**config.mk**
```make
export PLATFORM = sky130hd
export DESIGN_NAME = moving_average_word_flat
export DESIGN_NICKNAME = d
export VERILOG_FILES = /design/src/design/mav_pkg.sv /design/src/design/mav_if.sv /design/src/design/mav_store.sv /design/src/design/mav_divider.sv /design/src/design/moving_average_word.sv /design/src/flat_wrapper.sv
export SDC_FILE = /design/constraint.sdc
export NUM_CORES = 1
export LEC_CHECK = 0
export ABC_CLOCK_PERIOD_IN_PS = 6000
export BUFFER_PORTS_ARGS = -buffer_cell sky130_fd_sc_hd__buf_2
export CORE_ASPECT_RATIO = 1.5
export CORE_MARGIN = 2
export CORE_UTILIZATION = 40
export DETAILED_ROUTE_END_ITERATION = 10
export GPL_TIMING_DRIVEN = 0
export PLACE_DENSITY = 0.59
export SYNTH_ARGS = -nofsm -noshare
export SYNTH_HDL_FRONTEND = slang
export SYNTH_HIERARCHICAL = 1
export SYNTH_SLANG_ARGS = --single-unit
export TNS_END_PERCENT = 5
```
**constraint.sdc**
```tcl
create_clock -name clk -period 6 [get_ports clk]
set_input_delay 0.6 -clock clk [delete_from_list [all_inputs] [get_ports clk]]
set_output_delay 0.6 -clock clk [all_outputs]
set_load 0.02 [all_outputs]
```
**src/design/mav_pkg.sv**
```systemverilog
`default_nettype none

package mav_pkg;

    // payload widths of the channels
    localparam int SAMPLE_W   = 16;
    localparam int CFG_IDX_W  = 2;
    localparam int CFG_DATA_W = 7;

    // largest window the 7-bit length register can express
    localparam int WINDOW_FIELD_MAX = 127;

    // register indexes
    localparam logic [CFG_IDX_W-1:0] CFG_WINDOW_LENGTH = 2'd0;
    localparam logic [CFG_IDX_W-1:0] CFG_ENABLE        = 2'd1;

    // reset values of the registers
    localparam logic [CFG_DATA_W-1:0] WINDOW_RESET = 7'd1;

    // control sequence for one item
    typedef enum logic [1:0] {
        ST_IDLE,
        ST_UPDATE,
        ST_DIVIDE
    } mav_state_t;

endpackage

`default_nettype wire

```
**src/design/mav_if.sv**
```systemverilog
`default_nettype none

// sample channel
interface mav_in_if;
    logic                          valid;
    logic                          ready;
    logic [mav_pkg::SAMPLE_W-1:0]  sample;

    modport source (output valid, output sample, input ready);
    modport sink   (input valid, input sample, output ready);
endinterface

// average channel
interface mav_out_if;
    logic                          valid;
    logic                          ready;
    logic [mav_pkg::SAMPLE_W-1:0]  average;

    modport source (output valid, output average, input ready);
    modport sink   (input valid, input average, output ready);
endinterface

// register write channel
interface mav_cfg_if;
    logic                            valid;
    logic                            ready;
    logic [mav_pkg::CFG_IDX_W-1:0]   index;
    logic [mav_pkg::CFG_DATA_W-1:0]  data;

    modport source (output valid, output index, output data, input ready);
    modport sink   (input valid, input index, input data, output ready);
endinterface

`default_nettype wire

```
**src/design/mav_store.sv**
```systemverilog
`default_nettype none

module mav_store #(
    parameter int DEPTH  = 64,
    parameter int ADDR_W = 6
) (
    input  wire logic                         clk,
    input  wire logic                         rd_en,
    input  wire logic [ADDR_W-1:0]            rd_addr,
    input  wire logic                         wr_en,
    input  wire logic [ADDR_W-1:0]            wr_addr,
    input  wire logic [mav_pkg::SAMPLE_W-1:0] wr_data,
    output logic      [mav_pkg::SAMPLE_W-1:0] rd_data
);

    logic [mav_pkg::SAMPLE_W-1:0] mem [DEPTH];

    // write port
    always_ff @(posedge clk)
    begin
        if (wr_en)
        begin
            mem[wr_addr] <= wr_data;
        end
    end

    // registered read port
    always_ff @(posedge clk)
    begin
        if (rd_en)
        begin
            rd_data <= mem[rd_addr];
        end
    end

endmodule

`default_nettype wire

```
**src/design/mav_divider.sv**
```systemverilog
`default_nettype none

module mav_divider #(
    parameter int DVD_W = 22,
    parameter int DVS_W = 7
) (
    input  wire logic             clk,
    input  wire logic             rst_n,
    input  wire logic             start,
    input  wire logic [DVD_W-1:0] dividend,
    input  wire logic [DVS_W-1:0] divisor,
    output logic                  done,
    output logic      [DVD_W-1:0] quotient
);

    localparam int CNT_W = $clog2(DVD_W + 1);

    logic [CNT_W-1:0] cnt_reg;
    logic             busy_reg;
    logic             done_reg;
    logic [DVD_W-1:0] quo_reg;
    logic [DVS_W-1:0] rem_reg;
    logic [DVS_W-1:0] dvs_reg;

    logic [DVS_W:0]   trial;
    logic [DVS_W:0]   diff;
    logic [DVS_W-1:0] rem_next;
    logic             q_bit;

    // one restoring step: shift in the next dividend bit, subtract if it fits
    always_comb
    begin
        trial = {rem_reg, quo_reg[DVD_W-1]};
        diff  = trial - {1'b0, dvs_reg};
        q_bit = !diff[DVS_W];
        if (q_bit)
        begin
            rem_next = diff[DVS_W-1:0];
        end
        else
        begin
            rem_next = trial[DVS_W-1:0];
        end
    end

    // step counter and status
    always_ff @(posedge clk or negedge rst_n)
    begin
        if (!rst_n)
        begin
            cnt_reg  <= '0;
            busy_reg <= 1'b0;
            done_reg <= 1'b0;
        end
        else if (start)
        begin
            cnt_reg  <= CNT_W'(DVD_W);
            busy_reg <= 1'b1;
            done_reg <= 1'b0;
        end
        else if (busy_reg)
        begin
            cnt_reg <= cnt_reg - CNT_W'(1);
            if (cnt_reg == CNT_W'(1))
            begin
                busy_reg <= 1'b0;
                done_reg <= 1'b1;
            end
        end
    end

    // quotient and remainder datapath
    always_ff @(posedge clk)
    begin
        if (start)
        begin
            quo_reg <= dividend;
            rem_reg <= '0;
            dvs_reg <= divisor;
        end
        else if (busy_reg)
        begin
            quo_reg <= {quo_reg[DVD_W-2:0], q_bit};
            rem_reg <= rem_next;
        end
    end

    assign done     = done_reg;
    assign quotient = quo_reg;

endmodule

`default_nettype wire

```
**src/design/moving_average_word.sv**
```systemverilog
// channel  | role  | payload                   | transfer
// ---------+-------+---------------------------+---------------------
// samples  | sink  | sample [15:0]             | valid && ready
// averages | source| average [15:0]            | valid && ready
// cfg      | sink  | index [1:0], data [6:0]   | valid && ready (ready held high)
//
// An enabled item's store read, issued at acceptance, returns in the update
// cycle; then come SUM_W steps of the restoring divider and the output load,
// once the averages channel is free; the next item is taken back in idle. A
// disabled item skips store and divider; its zero result is loaded in the divide state.
// Reset restores the registers' reset values and clears the running sum,
// position and fill count; the sample store is never cleared, entries count once written.
// A result waiting on a stalled averages channel holds off the next result,
// while the next item may already be accepted and processed.
`default_nettype none

module moving_average_word #(
    parameter int WINDOW_MAX = 64
) (
    input  wire logic  clk,
    input  wire logic  rst_n,
    mav_in_if.sink     samples,
    mav_out_if.source  averages,
    mav_cfg_if.sink    cfg
);

    localparam int LEN_MAX = (WINDOW_MAX < mav_pkg::WINDOW_FIELD_MAX) ?
                             WINDOW_MAX : mav_pkg::WINDOW_FIELD_MAX;
    localparam int CNT_W   = $clog2(LEN_MAX + 1);
    localparam int SLOT_W  = (WINDOW_MAX > 1) ? $clog2(WINDOW_MAX) : 1;
    localparam int CMP_W   = (SLOT_W > CNT_W) ? SLOT_W : CNT_W;
    localparam int SUM_W   = mav_pkg::SAMPLE_W + $clog2(LEN_MAX);

    mav_pkg::mav_state_t state_reg, state_next;

    logic [mav_pkg::CFG_DATA_W-1:0] window_reg, window_next;
    logic                           enable_reg, enable_next;
    logic [SUM_W-1:0]               sum_reg, sum_next;
    logic [SLOT_W-1:0]              slot_reg, slot_next;
    logic [CNT_W-1:0]               fill_reg, fill_next;
    logic [SLOT_W-1:0]              addr_reg, addr_next;
    logic [mav_pkg::SAMPLE_W-1:0]   sample_reg, sample_next;
    logic                           zero_reg, zero_next;
    logic                           out_valid_reg, out_valid_next;
    logic [mav_pkg::SAMPLE_W-1:0]   average_reg, average_next;

    logic                           in_accept;
    logic                           cfg_accept;
    logic                           out_free;
    logic [CNT_W-1:0]               len_eff;
    logic [SLOT_W-1:0]              slot_cur;
    logic [CMP_W-1:0]               slot_inc;
    logic [SUM_W-1:0]               leaving;

    logic                           rd_en;
    logic                           wr_en;
    logic [mav_pkg::SAMPLE_W-1:0]   rd_data;
    logic                           div_start;
    logic [CNT_W-1:0]               div_divisor;
    logic                           div_done;
    logic [SUM_W-1:0]               div_quotient;

    // sample ring store
    mav_store #(
        .DEPTH  (WINDOW_MAX),
        .ADDR_W (SLOT_W)
    ) u_store (
        .clk     (clk),
        .rd_en   (rd_en),
        .rd_addr (slot_cur),
        .wr_en   (wr_en),
        .wr_addr (addr_reg),
        .wr_data (sample_reg),
        .rd_data (rd_data)
    );

    // sum divided by the sample count
    mav_divider #(
        .DVD_W (SUM_W),
        .DVS_W (CNT_W)
    ) u_divider (
        .clk      (clk),
        .rst_n    (rst_n),
        .start    (div_start),
        .dividend (sum_next),
        .divisor  (div_divisor),
        .done     (div_done),
        .quotient (div_quotient)
    );

    // handshakes
    assign samples.ready  = (state_reg == mav_pkg::ST_IDLE);
    assign cfg.ready      = 1'b1;
    assign averages.valid = out_valid_reg;
    assign averages.average = average_reg;

    assign in_accept  = samples.valid && samples.ready;
    assign cfg_accept = cfg.valid && cfg.ready;
    assign out_free   = !out_valid_reg || averages.ready;

    // window length clamped to 1..LEN_MAX
    always_comb
    begin
        if (window_reg == '0)
        begin
            len_eff = CNT_W'(1);
        end
        else if (window_reg > mav_pkg::CFG_DATA_W'(LEN_MAX))
        begin
            len_eff = CNT_W'(LEN_MAX);
        end
        else
        begin
            len_eff = CNT_W'(window_reg);
        end
    end

    // current slot, folded back to zero when past the window
    always_comb
    begin
        if (CMP_W'(slot_reg) >= CMP_W'(len_eff))
        begin
            slot_cur = '0;
        end
        else
        begin
            slot_cur = slot_reg;
        end
        slot_inc = CMP_W'(addr_reg) + CMP_W'(1);
    end

    // sequencer: the store read at acceptance returns in the update cycle,
    // and the write of one item lands before the next item's read
    always_comb
    begin
        state_next     = state_reg;
        window_next    = window_reg;
        enable_next    = enable_reg;
        sum_next       = sum_reg;
        slot_next      = slot_reg;
        fill_next      = fill_reg;
        addr_next      = addr_reg;
        sample_next    = sample_reg;
        zero_next      = zero_reg;
        average_next   = average_reg;
        out_valid_next = out_valid_reg && !averages.ready;
        rd_en          = 1'b0;
        wr_en          = 1'b0;
        div_start      = 1'b0;
        div_divisor    = len_eff;
        leaving        = '0;

        unique case (state_reg)
            mav_pkg::ST_IDLE:
            begin
                if (in_accept)
                begin
                    sample_next = samples.sample;
                    addr_next   = slot_cur;
                    zero_next   = !enable_reg;
                    rd_en       = enable_reg;
                    if (enable_reg)
                    begin
                        state_next = mav_pkg::ST_UPDATE;
                    end
                    else
                    begin
                        state_next = mav_pkg::ST_DIVIDE;
                    end
                end
            end
            mav_pkg::ST_UPDATE:
            begin
                // leaving sample counts only once the window is full
                if (fill_reg >= len_eff)
                begin
                    leaving = SUM_W'(rd_data);
                end
                sum_next = sum_reg - leaving + SUM_W'(sample_reg);
                wr_en    = 1'b1;
                if (slot_inc >= CMP_W'(len_eff))
                begin
                    slot_next = '0;
                end
                else
                begin
                    slot_next = slot_inc[SLOT_W-1:0];
                end
                if (fill_reg < len_eff)
                begin
                    fill_next   = fill_reg + CNT_W'(1);
                    div_divisor = fill_reg + CNT_W'(1);
                end
                div_start  = 1'b1;
                state_next = mav_pkg::ST_DIVIDE;
            end
            mav_pkg::ST_DIVIDE:
            begin
                if ((zero_reg || div_done) && out_free)
                begin
                    out_valid_next = 1'b1;
                    if (zero_reg)
                    begin
                        average_next = '0;
                    end
                    else
                    begin
                        average_next = div_quotient[mav_pkg::SAMPLE_W-1:0];
                    end
                    state_next = mav_pkg::ST_IDLE;
                end
            end
            default:
            begin
                state_next = mav_pkg::ST_IDLE;
            end
        endcase

        // writes to the window length and enable registers clear the window progress
        if (cfg_accept)
        begin
            unique case (cfg.index)
                mav_pkg::CFG_WINDOW_LENGTH:
                begin
                    window_next = cfg.data;
                    sum_next    = '0;
                    slot_next   = '0;
                    fill_next   = '0;
                end
                mav_pkg::CFG_ENABLE:
                begin
                    enable_next = cfg.data[0];
                    sum_next    = '0;
                    slot_next   = '0;
                    fill_next   = '0;
                end
                default:
                begin
                end
            endcase
        end
    end

    // state register
    always_ff @(posedge clk or negedge rst_n)
    begin
        if (!rst_n)
        begin
            state_reg <= mav_pkg::ST_IDLE;
        end
        else
        begin
            state_reg <= state_next;
        end
    end

    // control registers
    always_ff @(posedge clk or negedge rst_n)
    begin
        if (!rst_n)
        begin
            window_reg    <= mav_pkg::WINDOW_RESET;
            enable_reg    <= 1'b0;
            sum_reg       <= '0;
            slot_reg      <= '0;
            fill_reg      <= '0;
            zero_reg      <= 1'b0;
            out_valid_reg <= 1'b0;
        end
        else
        begin
            window_reg    <= window_next;
            enable_reg    <= enable_next;
            sum_reg       <= sum_next;
            slot_reg      <= slot_next;
            fill_reg      <= fill_next;
            zero_reg      <= zero_next;
            out_valid_reg <= out_valid_next;
        end
    end

    // payload registers
    always_ff @(posedge clk)
    begin
        addr_reg    <= addr_next;
        sample_reg  <= sample_next;
        average_reg <= average_next;
    end

endmodule

`default_nettype wire

```
**src/flat_wrapper.sv**
```systemverilog
// flat-port wrapper written by rule: the top's interface ports become plain ports
module moving_average_word_flat 
#(
    parameter int WINDOW_MAX = 64
)
  (clk, rst_n, samples_valid, samples_sample, samples_ready, averages_valid, averages_average, averages_ready, cfg_valid, cfg_index, cfg_data, cfg_ready);
  mav_in_if samples_i ();
  mav_out_if averages_i ();
  mav_cfg_if cfg_i ();
  input  wire logic clk;
  input  wire logic rst_n;
  input wire logic [$bits(samples_i.valid)-1:0] samples_valid;
  input wire logic [$bits(samples_i.sample)-1:0] samples_sample;
  output wire logic [$bits(samples_i.ready)-1:0] samples_ready;
  output wire logic [$bits(averages_i.valid)-1:0] averages_valid;
  output wire logic [$bits(averages_i.average)-1:0] averages_average;
  input wire logic [$bits(averages_i.ready)-1:0] averages_ready;
  input wire logic [$bits(cfg_i.valid)-1:0] cfg_valid;
  input wire logic [$bits(cfg_i.index)-1:0] cfg_index;
  input wire logic [$bits(cfg_i.data)-1:0] cfg_data;
  output wire logic [$bits(cfg_i.ready)-1:0] cfg_ready;
  assign samples_i.valid = samples_valid;
  assign samples_i.sample = samples_sample;
  assign samples_ready = samples_i.ready;
  assign averages_valid = averages_i.valid;
  assign averages_average = averages_i.average;
  assign averages_i.ready = averages_ready;
  assign cfg_i.valid = cfg_valid;
  assign cfg_i.index = cfg_index;
  assign cfg_i.data = cfg_data;
  assign cfg_ready = cfg_i.ready;
  moving_average_word #(.WINDOW_MAX(WINDOW_MAX)) u_core (.clk(clk), .rst_n(rst_n), .samples(samples_i), .averages(averages_i), .cfg(cfg_i));
endmodule
```
==> summary.txt <==
max_cap viols - 0
total grt overflow - 0
cell row count - 155
Fin Setup TNS - 0 ps
Hold Vio Cnt, Final - 42
Syn. warnings - 6
Root Driver - clkbuf_16
Hold/Removal Path Class - in2async
core area - 0.1189 mm2
H-tree depth - 3
initial antenna violation count - 1
CTS tree - yes
Starting Density - 40.34%
CP Capture Type - flop
Avg Synthesized Cell Area - 18.59 um2
Setup violations, final - 0
Vias/cell - 5.617
unrepaired setup endpoints after global routing - no
post-layout power - 23.36 mW
top fanout value on the critical path - 10
top-level I/O count - 49
Post-Layout Cell Count - 4491
Clock Path Buffers - 3
final instance area - 0.05578 mm2
setup bufs post-CTS - 0
gr usage total - 20.67%
largest net degree at the start of global routing - 55
Critical Path Start Type - flop
register area - 0.03473 mm2
Mapped Cells - 2579
TritonCTS sink count - 1168
Period minus WS final - 5793 ps
final worst setup slack - 206.9 ps
required time worst endpoint - 6380 ps
Post-CTS Hold Buffers - 0
post-synthesis sequential area ratio - 72.44%
DR iter-0 viols - 2142
Die Ht - 428.1 um
r2r setup slk - 210 ps
Largest register FFs - 1024
failing checks - hold timing
pre-CTS WS - -107.3 ps
Crit Path Category - reg2reg
PwrDens - 418.8 mW/mm2
Critical Path AT - 6170 ps
vias in the first global route - 26180
commonest non-fill, non-tap cell in the layout - edfxtp_1
cts bufs inserted - 108
placed inst area - 0.05201 mm2
Fillers - 9837
Final Max Tran Viols - 0
DRT Wirelength - 126.4 mm
Multi-input gate area - 0.01225 mm2
Primary FF master, synth - edfxtp_1
#FFs+latches synth - 1168
final core utilization - 46.92%
routability cong. - 0.9987
worst reg2reg startpoint - u_core/window_reg[1]$_DFFE_PN0P_
Reg2Reg Capture Point - u_core/u_store/rd_data[0]$_DFFE_PP_
async set or reset register ratio after synthesis - 4.623%
Post-synth EDFFs - 1107
WHS - -43.95 ps
Final HPWL DP - 91.45 mm
Antenna Nets Post-Route - 0
Layout Area Growth over Synthesis - 16.32%
Post-Syn Area - 0.04795 mm2
FMAX - 0.1726 GHz
syn_nets - 2679
PortBufs - 47
Peak VDD IR - 275.3 uV
nets@finish - 2923
vias - 25220
Inst Count DP - 4283
layout cells sized above 1 - 25.90%
Synth cell types - 85
first-pass GRT wire length - 182.0 mm
most frequent cells in the layout - 1107 x edfxtp_1, 220 x mux4_2, 114 x nand2_1
WL per Instance - 28.15 um
Remaining DRCs - 0
status - finished with violations
Rel. slew slack - 12.92%
Initial DRT Pass Iterations - 7
Worst-path clk slew - 60 ps
worst-skew pair later-pin latency - 720 ps
Lkg Pwr - 18.03 nW
Worst-Margin Slew - 1304 ps
Clock Skew - 28.54 ps
fin crit share - 96.55%
FF-to-FF path depth - 17
Die Wd - 286.7 um
Die ar. - 0.1227 mm2
==> report_power, final <==
part / total (mW) / internal (mW) / switching [mW]
registers: 9.93 / 9.63 / 0.295
clock network: 7.18 / 4.16 / 3.02
logic: 6.25 / 2.50 / 3.75
total: 23.4 / 16.3 / 7.07
==> synth_stat cells (11+ instances only) <==
| cell | number | area (um2) |
|---|---|---|
| edfxtp_1 | 1107 | 33240 |
| mux4_2 | 220 | 4955 |
| nand2_1 | 115 | 431.7 |
| nor2_1 | 114 | 427.9 |
| inv_1 | 93 | 349.1 |
| mux2i_1 | 86 | 860.8 |
| nor2b_1 | 66 | 412.9 |
| a21oi_1 | 65 | 325.3 |
| mux2_2 | 54 | 608.1 |
| dfrtp_1 | 53 | 1326 |
| ha_1 | 53 | 663.1 |
| nand3_1 | 47 | 235.2 |
| o21ai_0 | 41 | 205.2 |
| a22oi_1 | 39 | 292.8 |
| clkbuf_1 | 39 | 146.4 |
| buf_2 | 37 | 185.2 |
| xnor2_1 | 20 | 175.2 |
| a221oi_1 | 17 | 148.9 |
| buf_6 | 17 | 191.4 |
| fa_1 | 17 | 340.3 |
| a211oi_1 | 16 | 120.1 |
| buf_4 | 14 | 105.1 |
| nand2b_1 | 14 | 87.58 |
| nand4_1 | 14 | 87.58 |
| xor2_1 | 14 | 122.6 |
| a311oi_1 | 13 | 113.9 |
| a22o_1 | 11 | 96.34 |
==> per-layer routing <==
metal  up-vias  wire, um  GRT usage [%]
li1      10820         -              -
met1     13330     46270          23.83
met2       848     66970          37.20
met3       233      5724          2.274
met4         0      7451          11.54
met5         -         0              0
==> logic make-up after synthesis <==
group	synth area share, %
compound gates	4.298
xor+xnor	0.6210
fa+ha+maj	2.093
buf+inv	2.440
flops	72.44
mux	13.62
other cells	0.007820
simple gates	4.491
==> final cells by class <==
type,count,area share (%)
Tap cell,1570,3.522
Clock inverter,77,1.584
Antenna cell,2,0.008972
Multi-Input combinational cell,1192,21.96
Buffer,125,1.471
Sequential cell,1168,62.27
Inverter,94,0.6326
Timing Repair Buffer,134,3.472
Clock buffer,129,5.081
==> worst max-delay path: stages, from the launching register on <==
cell and delay (ps):
dfrtp_1 410, nor3_1 190, a21oi_1 100, nor2_1 310, ha_1 300, nand2b_1 130
a21o_1 170, a21oi_1 180, nor2b_1 70, o21ai_0 160, a211o_1 250, and2_1 170
buf_2 330, buf_1 760, mux4_2 430, mux2_2 320, a221oi_1 960, a311oi_1 200
==> worst max path at each step <==
stage / startpoint / end / slack, ps / depth (start not counted)
after floorplan: u_core/window_reg[6]$_DFFE_PN0P_ / u_core/u_divider/quotient[21]$_DFFE_PP_ / 910 / 22
after global placement: u_core/window_reg[6]$_DFFE_PN0P_ / u_core/u_divider/quotient[21]$_DFFE_PP_ / -90 / 22
after detailed placement: u_core/window_reg[6]$_DFFE_PN0P_ / u_core/u_divider/quotient[21]$_DFFE_PP_ / -110 / 22
after CTS: u_core/window_reg[6]$_DFFE_PN0P_ / u_core/u_divider/quotient[21]$_DFFE_PP_ / 40 / 22
after global routing: u_core/window_reg[1]$_DFFE_PN0P_ / u_core/u_divider/quotient[21]$_DFFE_PP_ / 9 / 22
final: u_core/window_reg[1]$_DFFE_PN0P_ / u_core/u_store/rd_data[0]$_DFFE_PP_ / 210 / 17
==> timing repair <==
item / in CTS / in global routing
resized for setup: 1 / 11
setup endpoints to repair: 3 / 11
gates cloned: 0 / 0
pin swaps: 0 / 0
Note: power is estimated with default switching activity, not from simulation.
